--- src/rtl/core/ttr_pkg.sv ---
// Shared types, constants and helpers of the tensor axis-swap index remapper.
package ttr_pkg;

   localparam int IDX_W         = 20;
   localparam int ELEM_W        = 32;
   localparam int SIZE_W        = 21;
   localparam int RANK_W        = 3;
   localparam int AXIS_W        = 2;
   localparam int NUM_SIZE_REGS = 4;
   localparam int CSR_IDX_W     = 3;
   localparam int CSR_DATA_W    = 21;
   // strides and counts saturate at 2^(IDX_W+1), above any index that can arrive
   localparam int CAP_W         = IDX_W + 2;
   localparam int MAX_DIMS_DEF  = 4;

   localparam logic [CAP_W-1:0] STRIDE_CAP = CAP_W'(1) << (IDX_W + 1);

   localparam logic [CSR_IDX_W-1:0] REG_RANK   = 3'd0;
   localparam logic [CSR_IDX_W-1:0] REG_SIZE0  = 3'd1;
   localparam logic [CSR_IDX_W-1:0] REG_SIZE1  = 3'd2;
   localparam logic [CSR_IDX_W-1:0] REG_SIZE2  = 3'd3;
   localparam logic [CSR_IDX_W-1:0] REG_SIZE3  = 3'd4;
   localparam logic [CSR_IDX_W-1:0] REG_AXIS_A = 3'd5;
   localparam logic [CSR_IDX_W-1:0] REG_AXIS_B = 3'd6;

   typedef struct packed {
      logic [IDX_W-1:0]  source_index;
      logic [ELEM_W-1:0] element;
   } ttr_req_type;

   typedef struct packed {
      logic [IDX_W-1:0]  dest_index;
      logic [ELEM_W-1:0] element_out;
      logic              range_error;
   } ttr_rsp_type;

   // what travels alongside an item through the pipeline
   typedef struct packed {
      logic              valid;
      logic [IDX_W-1:0]  src;
      logic [ELEM_W-1:0] element;
      logic              err;
   } ttr_pass_type;

   function automatic logic [CAP_W-1:0] sat_mul(input logic [CAP_W-1:0] x,
                                                input logic [CAP_W-1:0] y);
      logic [2*CAP_W-1:0] p;
      p = x * y;
      if (p > {{CAP_W{1'b0}}, STRIDE_CAP}) begin
         return STRIDE_CAP;
      end
      return p[CAP_W-1:0];
   endfunction

endpackage

--- src/rtl/core/ttr_recompose.sv ---
// Recomposes the swapped coordinates with the destination strides and flags overflow.
module ttr_recompose #(
   parameter int MAX_DIMS = ttr_pkg::MAX_DIMS_DEF
) (
   input  logic                                    clock,
   input  logic                                    reset,
   input  ttr_pkg::ttr_pass_type                   pass_in,
   input  logic [MAX_DIMS-1:0][ttr_pkg::IDX_W-1:0] coords_in,
   input  logic [MAX_DIMS-1:0][ttr_pkg::CAP_W-1:0] dst_stride,
   output logic                                    rsp_valid,
   output ttr_pkg::ttr_rsp_type                    rsp_item
);
   import ttr_pkg::*;

   localparam int PROD_W = 2 * IDX_W + 1;
   localparam int SUM_W  = PROD_W + $clog2(MAX_DIMS) + 1;
   localparam logic [IDX_W:0] IDX_LIM = (IDX_W + 1)'(1) << IDX_W;

   ttr_pass_type     pass_a_ff;
   logic [PROD_W-1:0] prod_ff [MAX_DIMS];
   logic [IDX_W:0]    clamp [MAX_DIMS];
   logic [MAX_DIMS-1:0][IDX_W-1:0] swapped;
   logic [SUM_W-1:0]  sum;
   logic              over;
   logic              valid_ff;
   ttr_rsp_type       rsp_ff;

   // the two swap coordinates arrive already exchanged
   assign swapped = coords_in;

   always_comb begin
      for (int d = 0; d < MAX_DIMS; d++) begin
         clamp[d] = (dst_stride[d] > CAP_W'(IDX_LIM)) ? IDX_LIM : dst_stride[d][IDX_W:0];
      end
   end

   always_ff @(posedge clock) begin
      if (reset) begin
         pass_a_ff <= '0;
      end else begin
         pass_a_ff <= pass_in;
      end
      for (int d = 0; d < MAX_DIMS; d++) begin
         prod_ff[d] <= PROD_W'(swapped[d]) * PROD_W'(clamp[d]);
      end
   end

   always_comb begin
      sum = '0;
      for (int d = 0; d < MAX_DIMS; d++) begin
         sum = sum + SUM_W'(prod_ff[d]);
      end
      over = sum > SUM_W'({IDX_W{1'b1}});
   end

   always_ff @(posedge clock) begin
      valid_ff             <= pass_a_ff.valid && !reset;
      rsp_ff.element_out   <= pass_a_ff.element;
      rsp_ff.range_error   <= pass_a_ff.err || over;
      rsp_ff.dest_index    <= (pass_a_ff.err || over) ? pass_a_ff.src : sum[IDX_W-1:0];
   end

   assign rsp_valid = valid_ff;
   assign rsp_item  = rsp_ff;

endmodule

--- config.mk ---
export PLATFORM = sky130hd
export DESIGN_NAME = ttr_recompose
export DESIGN_NICKNAME = d
export VERILOG_FILES = /design/src/rtl/core/ttr_pkg.sv /design/src/rtl/core/ttr_recompose.sv
export SDC_FILE = /design/constraint.sdc
export NUM_CORES = 2
export LEC_CHECK = 0
export BUFFER_PORTS_ARGS = -buffer_cell sky130_fd_sc_hd__buf_2
export CAP_MARGIN = 20
export CORE_ASPECT_RATIO = 1.75
export CORE_UTILIZATION = 60
export CTS_BUF_LIST = sky130_fd_sc_hd__clkbuf_2
export DETAILED_ROUTE_END_ITERATION = 16
export PLACE_DENSITY_LB_ADDON = 0.12
export SLEW_MARGIN = 20
export SYNTH_ARGS = -nofsm -noshare
export SYNTH_HDL_FRONTEND = slang
export SYNTH_SLANG_ARGS = --single-unit
export TNS_END_PERCENT = 1
--- constraint.sdc ---
create_clock -name clock -period 11.6 [get_ports clock]
set_input_delay 1.16 -clock clock [delete_from_list [all_inputs] [get_ports clock]]
set_output_delay 1.16 -clock clock [all_outputs]
set_load 0.05 [all_outputs]
Yosys cells after proc, flatten, opt, wreduce, memory -nomap -nowiden
Memories as Yosys holds them, arrays and structs flattened.
Index checks and enable logic that the tools add are counted.
{"block": "word_totals", "reg_bits": 108, "ramBits": 164, "inputBits": 224, "word_cells": 29, "memories": 1}
{"block": "classes", "addsub": 3, "mul": 4, "order_cmp": 5, "muxes": 5, "reduce_logical": 3}
{"name": "prod_ff", "depth": 4, "word_bits": 41, "read_ports": 4, "rd_clocked_by_memory_dff": 0, "wr": 4, "line": "ttr_recompose.sv:20", "text": "logic [PROD_W-1:0] prod_ff [MAX_DIMS];"}
{"cell": "20-bit by 21-bit multiplier with 41-bit output", "n": 4}
{"cell": "22-bit by 21-bit > comparator with 1-bit output (second input constant)", "n": 4}
{"cell": "21-bit 2-to-1 mux", "n": 4}
{"cell": "43-bit by 41-bit adder with 44-bit output", "n": 1}
{"cell": "44-bit by 20-bit > comparator with 1-bit output (second input constant)", "n": 1}
{"cell": "42-bit by 41-bit adder with 43-bit output", "n": 1}
{"cell": "41-bit by 41-bit adder with 42-bit output", "n": 1}
{"cell": "20-bit 2-to-1 mux", "n": 1}
{"cell": "1-bit logical AND", "n": 1}
{"cell": "1-bit logical NOT", "n": 1}
{"cell": "1-bit logical OR", "n": 1}

Logic depth before layout (Yosys ltp)
{"block": "depth", "depth_word": 6, "mapped_depth": 33, "ltp_nobuf": 31}

Least setup slack after synthesis
OpenSTA, ideal clock, no wires.
{"block": "synth_timing", "kind": "input to register", "startpoint": "input dst_stride[15] in the netlist's numbering", "endpoint": "memory prod_ff[0][39] in the netlist's numbering", "arrival_ns": 9.104, "required_ns": 11.528, "slack_ns": 2.424, "stages": 31, "path_cell_list": "nor4_1 > and3_1 > nand3_1 > a21oi_1 > clkbuf_1 > clkbuf_1 > and3_1 > fa_1 > fa_1 > inv_1 > fa_1 > inv_1 > fa_1 > inv_1 > fa_1 > inv_1 > fa_1 > inv_1 > fa_1 > inv_1 > ha_1 > a21o_1 > a2111o_1 > o21ai_0 > a211oi_1 > a31o_2 > a2111oi_0 > o31ai_1 > o41a_1 > a311oi_1 > xnor2_1"}
{"element": "from (decl)", "line": "ttr_recompose.sv:9", "text": "input logic [MAX_DIMS-1:0][ttr_pkg::CAP_W-1:0] dst_stride,"}
{"element": "to (decl)", "line": "ttr_recompose.sv:20"}

==> metrics.cfg <==
[status]
outcome=completed

[cells_and_area]
drive_gt1_share_pct=6.49
final_core_util_pct=63.3
ff_latch_area_mm2=0.00545
nNetsFinal=9640
fillerInstances=9667
final_cell_mix=inv_1, fa_1, nand2_1
syn_to_final_growth_pct=4.32
final_common_cell=inv_1
multi_input_area_mm2=0.0541

[route]
dr_total_vias=52100
routed_wl_um=203000
via_per_inst=5.88
drcViolationCount=0
drt_iter0_drc=3233
detail_route.wl_per_cell_um=22.9
dr.pass1.iters=8
drtAntennaViolNets=0

[logic_synthesis]
ys_top_cells_by_area=fa_1, ha_1, inv_1
synth_cell_types=84
yosysTopAreaCell=fa_1
ys_ff_latch=272
yosys_warnings=0
synth_cells=7365
async_flop_share_pct=0
syn-cell-area_mm2=0.0669
synth_edf_count=0
seq_area_frac_synth_pct=8.14
synth_top_area_share_pct=42.9
synthFlopType=dfxtp_1
avgSynthCellArea_um2=9.08
syn_nets=9669

[grt]
antenna_found_initial=7
grt_max_degree=153
grt_overflow=0
grt_pass1_wl_um=317000
grt_pass1_vias=57600
grt_usage_pct=37.3

[clock_tree]
clockBufferDepth=3
htree_levels=3
cts_buffers=72
cts_tree=done
postCtsSetupBuffers=0
clk_latency_ns=1.01
ctsResizeCount=0
root_buffer=clkbuf_2
clk_pin_slew_worst_paths_ns=0.10
cts.sinks=272
postCtsHoldBufs=0

[run]
maxCapViolations=0

[placed_design]
dp_hpwl_um=162000
finalWeightedCongestion=0.947
port_buffers=277

[sta]
post-route-min-period_ns=9.58
fmax_ghz=0.104
clock_skew_ns=0.0601
timing.slew.headroom_pct=23.7
finalHoldViolations=0
fin_tns_setup_ns=0
setup_viol=0
worst_hold_slack_ns=0.321
slew_viol_final=0
finalCritPeriodShare_pct=82.6
rsz0062_at_grt=false
worst-slew-pin-transition_ns=1.14

[setup_path]
worstPathMaxFanout=63
crit_top_cell=fa_1
path_class=in2reg
critPathArrivalTime_ns=10.48
worst_setup_path_end_kind=flop
cp-start-kind=input pin
cp_top_family=adder cells
critical_path.max_stage_delay_ns=0.62
critPathBufInv=8
crit_required_ns=12.50
crit_slowest_cell=and2_1

[floorplanning]
die_h_um=444
start_util_pct=60.7
rows=161
die_x_um=254
dieArea_mm2=0.113
core_mm2=0.110
io_pins=278

[power_and_ir_drop]
peakVddDrop_mv=0.475
power.density_mw_per_mm2=209
p_leak_nw=38.7

[min_path]
hp-class=reg2reg

metal layers:
metal | GRT usage, % | vias up | routed length (µm)
li1 | - | 22800 | -
met1 | 40.6 | 26200 | 68500
met2 | 65.7 | 2268 | 104000
met3 | 5.02 | 854 | 13100
met4 | 27.1 | 4 | 17400
met5 | 0 | - | 25
kinds of logic after synthesis:
logic type	count (synthesis)	share of synthesized area, %
AOI/OAI and AO/OA	562	5.57
xor gates and xnor gates	164	2.15
adders and majority gates	2080	55.0
buffers and inverters	1971	11.1
DFF	272	8.14
muxes	27	0.458
and+or+nand+nor	2289	17.6
area by class of cell:
| class | count | area share, % |
|---|---|---|
| multi-input combinational | 5122 | 77.5 |
| inverter | 1541 | 8.29 |
| sequential | 272 | 7.81 |
| tap | 1467 | 2.63 |
| timing repair buffer | 327 | 2.56 |
| clock buffer | 93 | 0.667 |
| clock inverter | 36 | 0.533 |
| antenna | 2 | 0.00717 |
stage by stage:
stage | area [µm²] | setup slack (ns) | instances | total power, W
2_1_floorplan | 66900 | 2.42 | 7365 | 0.00998
3_3_place_gp | 68900 | 1.02 | 8729 | 0.0136
3_5_place_dp | 68900 | 1.09 | 8729 | 0.0136
4_1_cts | 69800 | 2.15 | 8858 | 0.0145
5_1_grt | 69800 | 1.58 | 8859 | 0.0159
6_report | 69800 | 2.02 | 8860 | 0.0146
power by group:
group          switching (W)  internal, W
logic                0.00753      0.00470
registers           0.000314      0.00125
clock network       0.000414     0.000406
total                0.00825      0.00635
sequential cells by signal, summed over array words and instances (netlist names):
register / count
pass_a_ff: 54
prod_ff: 164
rsp_item: 53
rsp_valid: 1
synth_stat cells (all sizes together), types with 22 or more instances:
| library cell | n |
|---|---|
| nand2 | 888 |
| dfxtp | 272 |
| fa | 1434 |
| nor2 | 112 |
| a21oi | 171 |
| a21o | 92 |
| clkbuf | 428 |
| inv | 1541 |
| nor2b | 75 |
| o21bai | 22 |
| nand3 | 55 |
| nor3 | 41 |
| o21ai | 94 |
| ha | 646 |
| nand2b | 32 |
| o21a | 30 |
| and3 | 858 |
| xnor2 | 113 |
| nor4 | 24 |
| xor2 | 51 |
| and2 | 133 |
worst reg2reg max path: stages, from the launching register on:
cell	delay [ns]
dfxtp_1	0.36
fa_1	0.56
fa_1	0.42
ha_1	0.46
a21oi_1	0.42
nor2_1	0.07
a2111oi_0	0.61
o2111ai_1	0.26
a2111oi_1	0.58
nand4b_1	0.20
nor4b_2	0.34
nand4_1	0.20
nor3_4	0.93
inv_2	0.21
mux2_4	0.35
path summary, 6_finish.rpt:
| kind | startpoint | endpoint | slack, ns | cells past startpoint |
|---|---|---|---|---|
| max reg2reg | prod_ff[1][29] | rsp_item[35] | 5.54 | 14 |
| min reg2reg | pass_a_ff[30] | rsp_item[30] | 0.32 | 0 |
| min | pass_a_ff[30] | rsp_item[30] | 0.32 | 0 |
| max | dst_stride[0] | prod_ff[0][39] | 2.02 | 31 |
(Power assumes the default switching activity.)
