===== src/rtl/core/ttr_pkg.sv =====
// Shared types, constants and helpers of the tensor axis-swap index remapper.
package ttr_pkg;

   localparam int IDX_W         = 20;
   localparam int ELEM_W        = 32;
   localparam int SIZE_W        = 21;
   localparam int RANK_W        = 3;
   localparam int AXIS_W        = 2;
   localparam int NUM_SIZE_REGS = 4;
   localparam int CSR_IDX_W     = 3;
   localparam int CSR_DATA_W    = 21;
   // strides and counts saturate at 2^(IDX_W+1), above any index that can arrive
   localparam int CAP_W         = IDX_W + 2;
   localparam int MAX_DIMS_DEF  = 4;

   localparam logic [CAP_W-1:0] STRIDE_CAP = CAP_W'(1) << (IDX_W + 1);

   localparam logic [CSR_IDX_W-1:0] REG_RANK   = 3'd0;
   localparam logic [CSR_IDX_W-1:0] REG_SIZE0  = 3'd1;
   localparam logic [CSR_IDX_W-1:0] REG_SIZE1  = 3'd2;
   localparam logic [CSR_IDX_W-1:0] REG_SIZE2  = 3'd3;
   localparam logic [CSR_IDX_W-1:0] REG_SIZE3  = 3'd4;
   localparam logic [CSR_IDX_W-1:0] REG_AXIS_A = 3'd5;
   localparam logic [CSR_IDX_W-1:0] REG_AXIS_B = 3'd6;

   typedef struct packed {
      logic [IDX_W-1:0]  source_index;
      logic [ELEM_W-1:0] element;
   } ttr_req_type;

   typedef struct packed {
      logic [IDX_W-1:0]  dest_index;
      logic [ELEM_W-1:0] element_out;
      logic              range_error;
   } ttr_rsp_type;

   // what travels alongside an item through the pipeline
   typedef struct packed {
      logic              valid;
      logic [IDX_W-1:0]  src;
      logic [ELEM_W-1:0] element;
      logic              err;
   } ttr_pass_type;

   function automatic logic [CAP_W-1:0] sat_mul(input logic [CAP_W-1:0] x,
                                                input logic [CAP_W-1:0] y);
      logic [2*CAP_W-1:0] p;
      p = x * y;
      if (p > {{CAP_W{1'b0}}, STRIDE_CAP}) begin
         return STRIDE_CAP;
      end
      return p[CAP_W-1:0];
   endfunction

endpackage


===== src/rtl/core/ttr_div_stage.sv =====
// One restoring-division step: one quotient bit of one coordinate per stage.
module ttr_div_stage #(
   parameter int MAX_DIMS = ttr_pkg::MAX_DIMS_DEF,
   parameter int DIM      = 0,
   parameter int BIT      = 0
) (
   input  logic                                    clock,
   input  logic                                    reset,
   input  ttr_pkg::ttr_pass_type                   pass_in,
   input  logic [ttr_pkg::IDX_W-1:0]               rem_in,
   input  logic [MAX_DIMS-1:0][ttr_pkg::IDX_W-1:0] coords_in,
   input  logic [ttr_pkg::CAP_W-1:0]               stride,
   output ttr_pkg::ttr_pass_type                   pass_out,
   output logic [ttr_pkg::IDX_W-1:0]               rem_out,
   output logic [MAX_DIMS-1:0][ttr_pkg::IDX_W-1:0] coords_out
);
   import ttr_pkg::*;

   ttr_pass_type                   pass_ff;
   logic [IDX_W-1:0]               rem_ff;
   logic [MAX_DIMS-1:0][IDX_W-1:0] coords_ff;
   logic [IDX_W-1:0]               rem_next_in;
   logic [MAX_DIMS-1:0][IDX_W-1:0] coords_next_in;
   logic                           take;
   logic [IDX_W-1:0]               rem_in_sh;

   assign rem_in_sh = rem_in >> BIT;
   // compare the shifted remainder so that stride << BIT never overflows
   assign take = {2'b00, rem_in_sh} >= stride;

   always_comb begin
      rem_next_in    = rem_in;
      coords_next_in = coords_in;
      if (take) begin
         rem_next_in              = rem_in - (stride[IDX_W-1:0] << BIT);
         coords_next_in[DIM][BIT] = 1'b1;
      end
   end

   always_ff @(posedge clock) begin
      if (reset) begin
         pass_ff <= '0;
      end else begin
         pass_ff <= pass_in;
      end
      rem_ff    <= rem_next_in;
      coords_ff <= coords_next_in;
   end

   assign pass_out   = pass_ff;
   assign rem_out    = rem_ff;
   assign coords_out = coords_ff;

endmodule


===== config.mk =====
export PLATFORM = sky130hd
export DESIGN_NAME = ttr_div_stage
export DESIGN_NICKNAME = d
export VERILOG_FILES = /design/src/rtl/core/ttr_pkg.sv /design/src/rtl/core/ttr_div_stage.sv
export SDC_FILE = /design/constraint.sdc
export NUM_CORES = 1
export LEC_CHECK = 0
export ABC_AREA = 1
export BUFFER_PORTS_ARGS = -buffer_cell sky130_fd_sc_hd__buf_2
export CORE_AREA = 2 2 128 130
export DETAILED_ROUTE_END_ITERATION = 6
export DIE_AREA = 0 0 130 132
export PLACE_DENSITY = 0.71
export SYNTH_ARGS = -nofsm -noshare
export SYNTH_HDL_FRONTEND = slang
export SYNTH_SLANG_ARGS = --single-unit
export TNS_END_PERCENT = 50

===== constraint.sdc =====
create_clock -name clock -period 5.9 [get_ports clock]
set_input_delay 1.18 -clock clock [delete_from_list [all_inputs] [get_ports clock]]
set_output_delay 1.18 -clock clock [all_outputs]
set_load 0.005 [all_outputs]

# Yosys cells after proc, flatten, opt, wreduce, memory -nomap -nowiden
# Index checks and enable logic that the tools add are counted.
# op_classes
magnitude_cmp	1
mul	0
bitwise	0
div_mod_pow	0
n_shift	0
n_reduce_logical	0
mux	1
addsub	1
n_eq_ne	0
# ops
cell	count
20-bit by 22-bit >= comparator with 1-bit output	1
20-bit 2-to-1 mux	1
20-bit subtractor	1
# totals
inputBits	178
wordCells	13
mem_count	0
rom_bits	0
ramBits	0
latchBits	0
regBits	154

# Longest topological paths before layout
# Gate-level depths: netlist of the first run.
# logic_depth
ltp_word	2
ltp_mapped	16

# Worst setup path after synthesis of the first run
# OpenSTA, ideal clock, no wires.
# synth_path
path_kind	in2reg
start	input rem_in[0] in the netlist's numbering
end	register coords_ff (netlist bit coords_out[0])
setup_slack_ns	3.142
arrival_ns	2.635
required_ns	5.777
setup_time_ns	0.123
path_buffers	0
stages	13
cell_sequence	inv_1 ha_1 inv_1 fa_1 nand2_1 nand2_1 nand3_2 nand2_2 nand2_2 nand2_2 nand2_2 nand2_4 or2_2
# synth_via
elab_chain_len	1
# synth_rtl
element	line	text
start: declaration	ttr_div_stage.sv:10	input logic [ttr_pkg::IDX_W-1:0] rem_in,
20-bit by 22-bit >= comparator with 1-bit output	ttr_div_stage.sv:29	assign take = {2'b00, rem_in_sh} >= stride;
end signal: assignment	ttr_div_stage.sv:47	coords_ff <= coords_next_in;
end: declaration	ttr_div_stage.sv:21	logic [MAX_DIMS-1:0][IDX_W-1:0] coords_ff;
# Every way passes these cells.
# A chain may end at the register's enable or synchronous reset.

# Worst setup path in the final report of the first run
# layout_path
start	input rem_in[0] in the netlist's numbering
end	register rem_ff[2] (netlist: rem_out[2])
# layout_via
elab_chain_len	2
word_cells_on_any_way	3
classes_between	add/sub (1); order compare (1); mux (1)
# layout_rtl
element	line	text
20-bit subtractor / 20-bit by 22-bit >= comparator with 1-bit output (equally long branches)	ttr_div_stage.sv:35, ttr_div_stage.sv:29	
20-bit 2-to-1 mux (*)	ttr_div_stage.sv:34	if (take) begin
via rem_next_in[2]	ttr_div_stage.sv:22	logic [IDX_W-1:0] rem_next_in;
end signal: assignment	ttr_div_stage.sv:46	rem_ff <= rem_next_in;
end: declaration	ttr_div_stage.sv:20	logic [IDX_W-1:0] rem_ff;
# Mark *: on every way through the listed nets, which the timed path passes. The rest lies on a longest branch.

==> reports/qor.yml, run 1 <==
status:
  status: "completed"
logic_synthesis:
  syn_area_per_cell_sq_um: 8.640
  syn_nets: 802
  syn_inst: 603
  syn_area_sq_um: 5210
  async_flop_share_pct: 0
  synth_edf_count: 0
  synth-seq-area-share_pct: 59.17
  synthFlopType: "dfxtp_1"
  yosys_register_bits: 154
  synth.distinct_cells: 31
  ys.warnings.count: 0
routing:
  vias: 4691
  drtIter0Drc: 132
  met2_length_um: 8093
  dr_wl_met3_um: 1042
  drtPass1Iterations: 4
  drc: 0
  viasPerCell: 3.999
  met1_length_um: 5684
  top_layer_used: "met4"
  routedWlPerCell_um: 12.99
  routed_wl_um: 15230
  ant_nets: 0
die:
  core_sq_um: 15710
  start_util_pct: 33.16
  die_area_sq_um: 17160
  fp.dieH_um: 132
  num_rows: 46
  pin_count: 332
  fp.dieW_um: 130
grt:
  grt_pass1_wl_um: 22170
  grt_overflow_total: 0
  first_global_vias: 4414
  grt_use_total_pct: 17.14
  grt_antenna_before_repair: 0
  grt_max_degree: 55
sta:
  hold_violations: 0
  max_freq_mhz: 358.1
  finalCritPeriodShare_pct: 47.33
  setup_viol: 0
  worst_slew_pin_slew_ns: 1.012
  holdWs_ns: 0.8653
  max-slew-margin-rel_pct: 32.52
  rsz0062_at_grt: "no"
  finalMaxSlewViolations: 0
  finalCriticalPeriod_ns: 2.793
  fin_tns_setup_ns: 0
setup_path:
  path_cells: "buf_2 > inv_1 > ha_1 > inv_1 > fa_1 > nand2_1 > nand2_1 > nand3_2 > nand2_2 > nand2_2 > nand2_2 > nand2_2 > nand2_4 > inv_6 > nand2_1 > nand2_1"
  cp.required_ns: 6.25
  critPathTopFamily: "simple AND/OR/NAND/NOR gates"
  cp-startpoint: "rem_in[0]"
  crit_path_end_kind: "flip-flop"
  critPathMaxStageDelay_ns: 0.41
  crit_fanout: 23
  critical_path_class: "in2reg"
  worst_setup_path_start_kind: "input pin"
  cp_data_arrival_time_ns: 3.14
  cp_slowest_cell: "fa_1"
  critical_path_buf_inv_count: 4
cts:
  path_clk_slew_ns: 0.07
  cts_resized: 0
  ctsHoldBuffers: 0
  post-cts-setup-buffers: 0
  htreeDepth: 4
  cts_tree: "built"
  root_buffer: "clkbuf_16"
  cts_sinks: 154
  cts_buffer_depth: 2
  cts_buffers: 17
cells_and_area:
  diodes: 0
  area_growth_pct: 46.52
  finalNetCount: 1143
  fillers: 1543
  drive_above_1_share_pct: 40.75
pwr:
  power_density_nw_per_um2: 320.7
  peakVddDrop_mv: 0.1729
  p_leak_nw: 4.397
placed_design:
  place_hpwl_um: 12500
  portBuffers: 331
  globalplace.congestion: 0.9031
hold_path:
  hold_start: "coords_in[67]"
  holdCritPathClass: "in2reg"
job:
  drv_cap: 0
## cells by family after synthesis
logic type,after synthesis,share of synthesized area [%]
adder cells (fa/ha/maj),21,5.187
XOR/XNOR,8,1.345
flip-flops,154,59.17
AO/OA/AOI/OAI,21,2.281
buffers and inverters,129,9.990
AND/OR/NAND/NOR,270,22.02
## path summary, 6_finish.rpt
kind | to | slack [ns] | cells past startpoint
worst min-delay path | coords_out[67]$_DFF_P_ | 0.87 | 1
worst max-delay path | rem_out[2]$_DFF_P_ | 3.11 | 16
## layout make-up
class | instances | area [sq um] | share of cell area [%]
Sequential cell | 154 | 3083 | 40.39
Timing Repair Buffer | 331 | 1657 | 21.70
Multi-Input combinational cell | 320 | 1607 | 21.05
Inverter | 120 | 455.4 | 5.966
Clock buffer | 18 | 429.2 | 5.622
Tap cell | 216 | 270.3 | 3.540
Clock inverter | 14 | 132.6 | 1.737
## synthesized netlist by cell type (3+ instances only)
cell      instances  share of area [%]
a21oi_1          13                1.2
clkbuf_1          6               0.43
dfxtp_1         154                 59
ha_1             20                4.8
inv_1           118                8.5
nand2_1         134                9.7
nand2_2          17                2.0
nand3_1          23                2.2
nand3b_1          4               0.58
nand4_1           3               0.36
nor2_1           78                5.6
o21bai_1          3               0.43
xor2_1            6                1.0
## flip-flops by register name, summed over array words and instances, names as in the netlist
| name | flops |
|---|---|
| coords_out | 80 |
| rem_out | 20 |
| pass_out | 54 |
## through the flow
stage	utilization, %	cells	area, sq um	total power [W]	worst slack, ns
floorplan	-	603	5210	0.001297	3.142
finish	48.58	1173	7634	0.002448	3.107
detailed placement	45.01	1141	7072	0.001454	2.660
CTS	48.58	1173	7634	0.002480	3.104
global placement	45.01	1141	7072	0.001448	2.740
global route	48.58	1173	7634	0.002567	2.946
## layout by cell type (no fill, tap or decap)
cell type and n:
inv_8 3, o21ai_1 1, xor2_1 6, or2_2 2
o21ai_0 2, a21oi_1 13, o21bai_1 3, nand4_1 3
and2_1 1, buf_2 331, nor2_1 78, nand3_1 23
nor2_2 2, nand2_1 134, inv_2 1, dfxtp_1 154
clkinvlp_4 4, inv_1 118, nor3_1 2, clkbuf_16 17
clkbuf_1 1, nand3b_1 4, or2_4 1, clkinv_8 1
ha_1 20, nand3_2 1, nand2_4 1, a21oi_2 1
fa_1 1, inv_6 6, nor3_2 1, nand2_2 17
clkinv_4 1, a21o_1 1, xnor2_1 2
## metal layers
layer,vias to the layer above,global-route usage [%]
met4,0,7.467
met2,188,32.49
li1,2465,-
met1,2009,16.92
met5,-,0
met3,29,5.032
## where the power goes
group          internal [W]  total (W)  switching, W
Combinational      0.000143   0.000312      0.000169
Sequential          0.00110    0.00112     0.0000138
Clock              0.000557    0.00102      0.000463
Note: power is estimated with default switching activity, not from simulation.
==> run 2, diff against run 1 <==
Settings changed: CORE_AREA 2 2 128 130 to 2 2 129 131, DIE_AREA 0 0 130 132 to 0 0 131 133, PLACE_DENSITY 0.71 to 0.7.
Clock period 5.9 ns to 2.9 ns, I/O delays scaled along.
==> run 2 against run 1 <==
Effect of this change: utilization shrank 1.3 points; final area up 0.20%; cell count up 0.51%; combinational power is 100% higher; clock power increased by 100%; first-iteration DRC count increased by 19%; die area up 1.5%; sequential power up 100%; sequential share of layout area shrank 0.079 points; critical path type unchanged; critical endpoint is now rem_out[14]$_DFF_P_; largest power group unchanged.
==> reports/qor.yml, run 2 (synthesis results as in run 1) <==
setup_path:
  cp_slowest_cell: "fa_1"
  critPathMaxStageDelay_ns: 0.40
  path_cells: "buf_2 > inv_1 > ha_1 > inv_1 > fa_1 > nand2_1 > nand2_1 > nand3_2 > nand2_2 > nand2_2 > nand2_2 > nand2_2 > nand2_4 > inv_6 > nand2_1 > nand2_1"
  worstSetupPathDepth: 16
  crit_path_end_kind: "flip-flop"
  critical_path_class: "in2reg"
  cp.required_ns: 3.26
  worst_setup_path_start_kind: "input pin"
  crit_fanout: 23
  cp_data_arrival_time_ns: 2.53
  critical_path_buf_inv_count: 4
  critPathTopFamily: "simple AND/OR/NAND/NOR gates"
cells_and_area:
  finalNetCount: 1144
  mostFrequentLayoutCells: "buf_2, dfxtp_1, nand2_1, inv_1, nor2_1"
  area_growth_pct: 46.81
  fin_area_sq_um: 7649
  mostFrequentLayoutCell: "buf_2"
  largest_reg_flops: 80
  drive_above_1_share_pct: 40.81
die:
  num_rows: 47
  fp.dieH_um: 133
  start_util_pct: 32.22
  core_sq_um: 16170
  die_area_sq_um: 17420
  fp.dieW_um: 131
  pin_count: 332
pwr:
  power_density_nw_per_um2: 651.6
  peakVddDrop_mv: 0.3665
  p_leak_nw: 4.412
sta:
  rsz0062_at_grt: "no"
  fin_tns_setup_ns: 0
  setup_slack_ns: 0.7260
  finalMaxSlewViolations: 0
  finalCritPeriodShare_pct: 74.96
  hold_violations: 0
  finalCriticalPeriod_ns: 2.174
  worst_slew_pin_slew_ns: 0.5036
  setup_viol: 0
  max_freq_mhz: 460.0
  holdWs_ns: 0.2597
  max-slew-margin-rel_pct: 66.07
grt:
  grt_antenna_before_repair: 1
  grt_use_total_pct: 16.45
  first_global_vias: 4412
  grt_pass1_wl_um: 21800
  grt_max_degree: 42
  grt_overflow_total: 0
routing:
  ant_nets: 0
  drtIter0Drc: 157
  vias: 4742
  routed_wl_um: 14920
  viasPerCell: 4.022
  drtPass1Iterations: 4
  drc: 0
  routedWlPerCell_um: 12.65
cts:
  root_buffer: "clkbuf_16"
  cts_buffer_depth: 2
  post-cts-setup-buffers: 0
  ctsHoldBuffers: 0
  cts_resized: 0
  cts_buffers: 17
  htreeDepth: 4
  cts_sinks: 154
  path_clk_slew_ns: 0.07
  cts_tree: "built"
hold_path:
  whs_path_depth: 1
  holdCritPathClass: "in2reg"
placed_design:
  place_hpwl_um: 12020
  portBuffers: 331
  postPlaceCellArea_sq_um: 7084
  globalplace.congestion: 0.8969
  pre_cts_ws_ns: 0.2957
status:
  status: "completed"
job:
  drv_cap: 0
-- run 2: final cells by class --
| type | instances | area [sq um] |
|---|---|---|
| Multi-Input combinational cell | 320 | 1607 |
| Tap cell | 220 | 275.3 |
| Sequential cell | 154 | 3083 |
| Fill cell | 1535 | 8523 |
| Inverter | 120 | 455.4 |
| Timing Repair Buffer | 332 | 1664 |
| Antenna cell | 1 | 2.502 |
| Clock buffer | 18 | 429.2 |
| Clock inverter | 14 | 132.6 |
-- run 2: final timing paths --
| path | start | endpoint | slack, ns |
|---|---|---|---|
| setup / recovery | rem_in[0] | rem_out[14]$_DFF_P_ | 0.73 |
| hold / removal | coords_in[29] | coords_out[29]$_DFF_P_ | 0.26 |
-- run 2: layer usage --
layer / GRT usage (%) / vias to the layer above / share of wire (%)
met5: 0 / - / 0
met4: 5.319 / 0 / 1.6
met3: 4.893 / 16 / 6.8
met2: 31.66 / 176 / 54
met1: 16.50 / 2078 / 37
li1: - / 2472 / -
-- run 2: report_power, final --
group | switching, W | internal, W
sequential | 0.0000276 | 0.00224
combinational | 0.000341 | 0.000291
clock | 0.000948 | 0.00113
total | 0.00132 | 0.00367
-- run 2: per-stage QoR --
stage | total power [W] | instances | utilization [%]
after global routing | 0.005228 | 1179 | 47.30
after global placement | 0.002944 | 1146 | 43.81
after floorplan | 0.002639 | 603 | -
after CTS | 0.005050 | 1178 | 47.28
final | 0.004984 | 1179 | 47.30
after detailed placement | 0.002956 | 1146 | 43.81
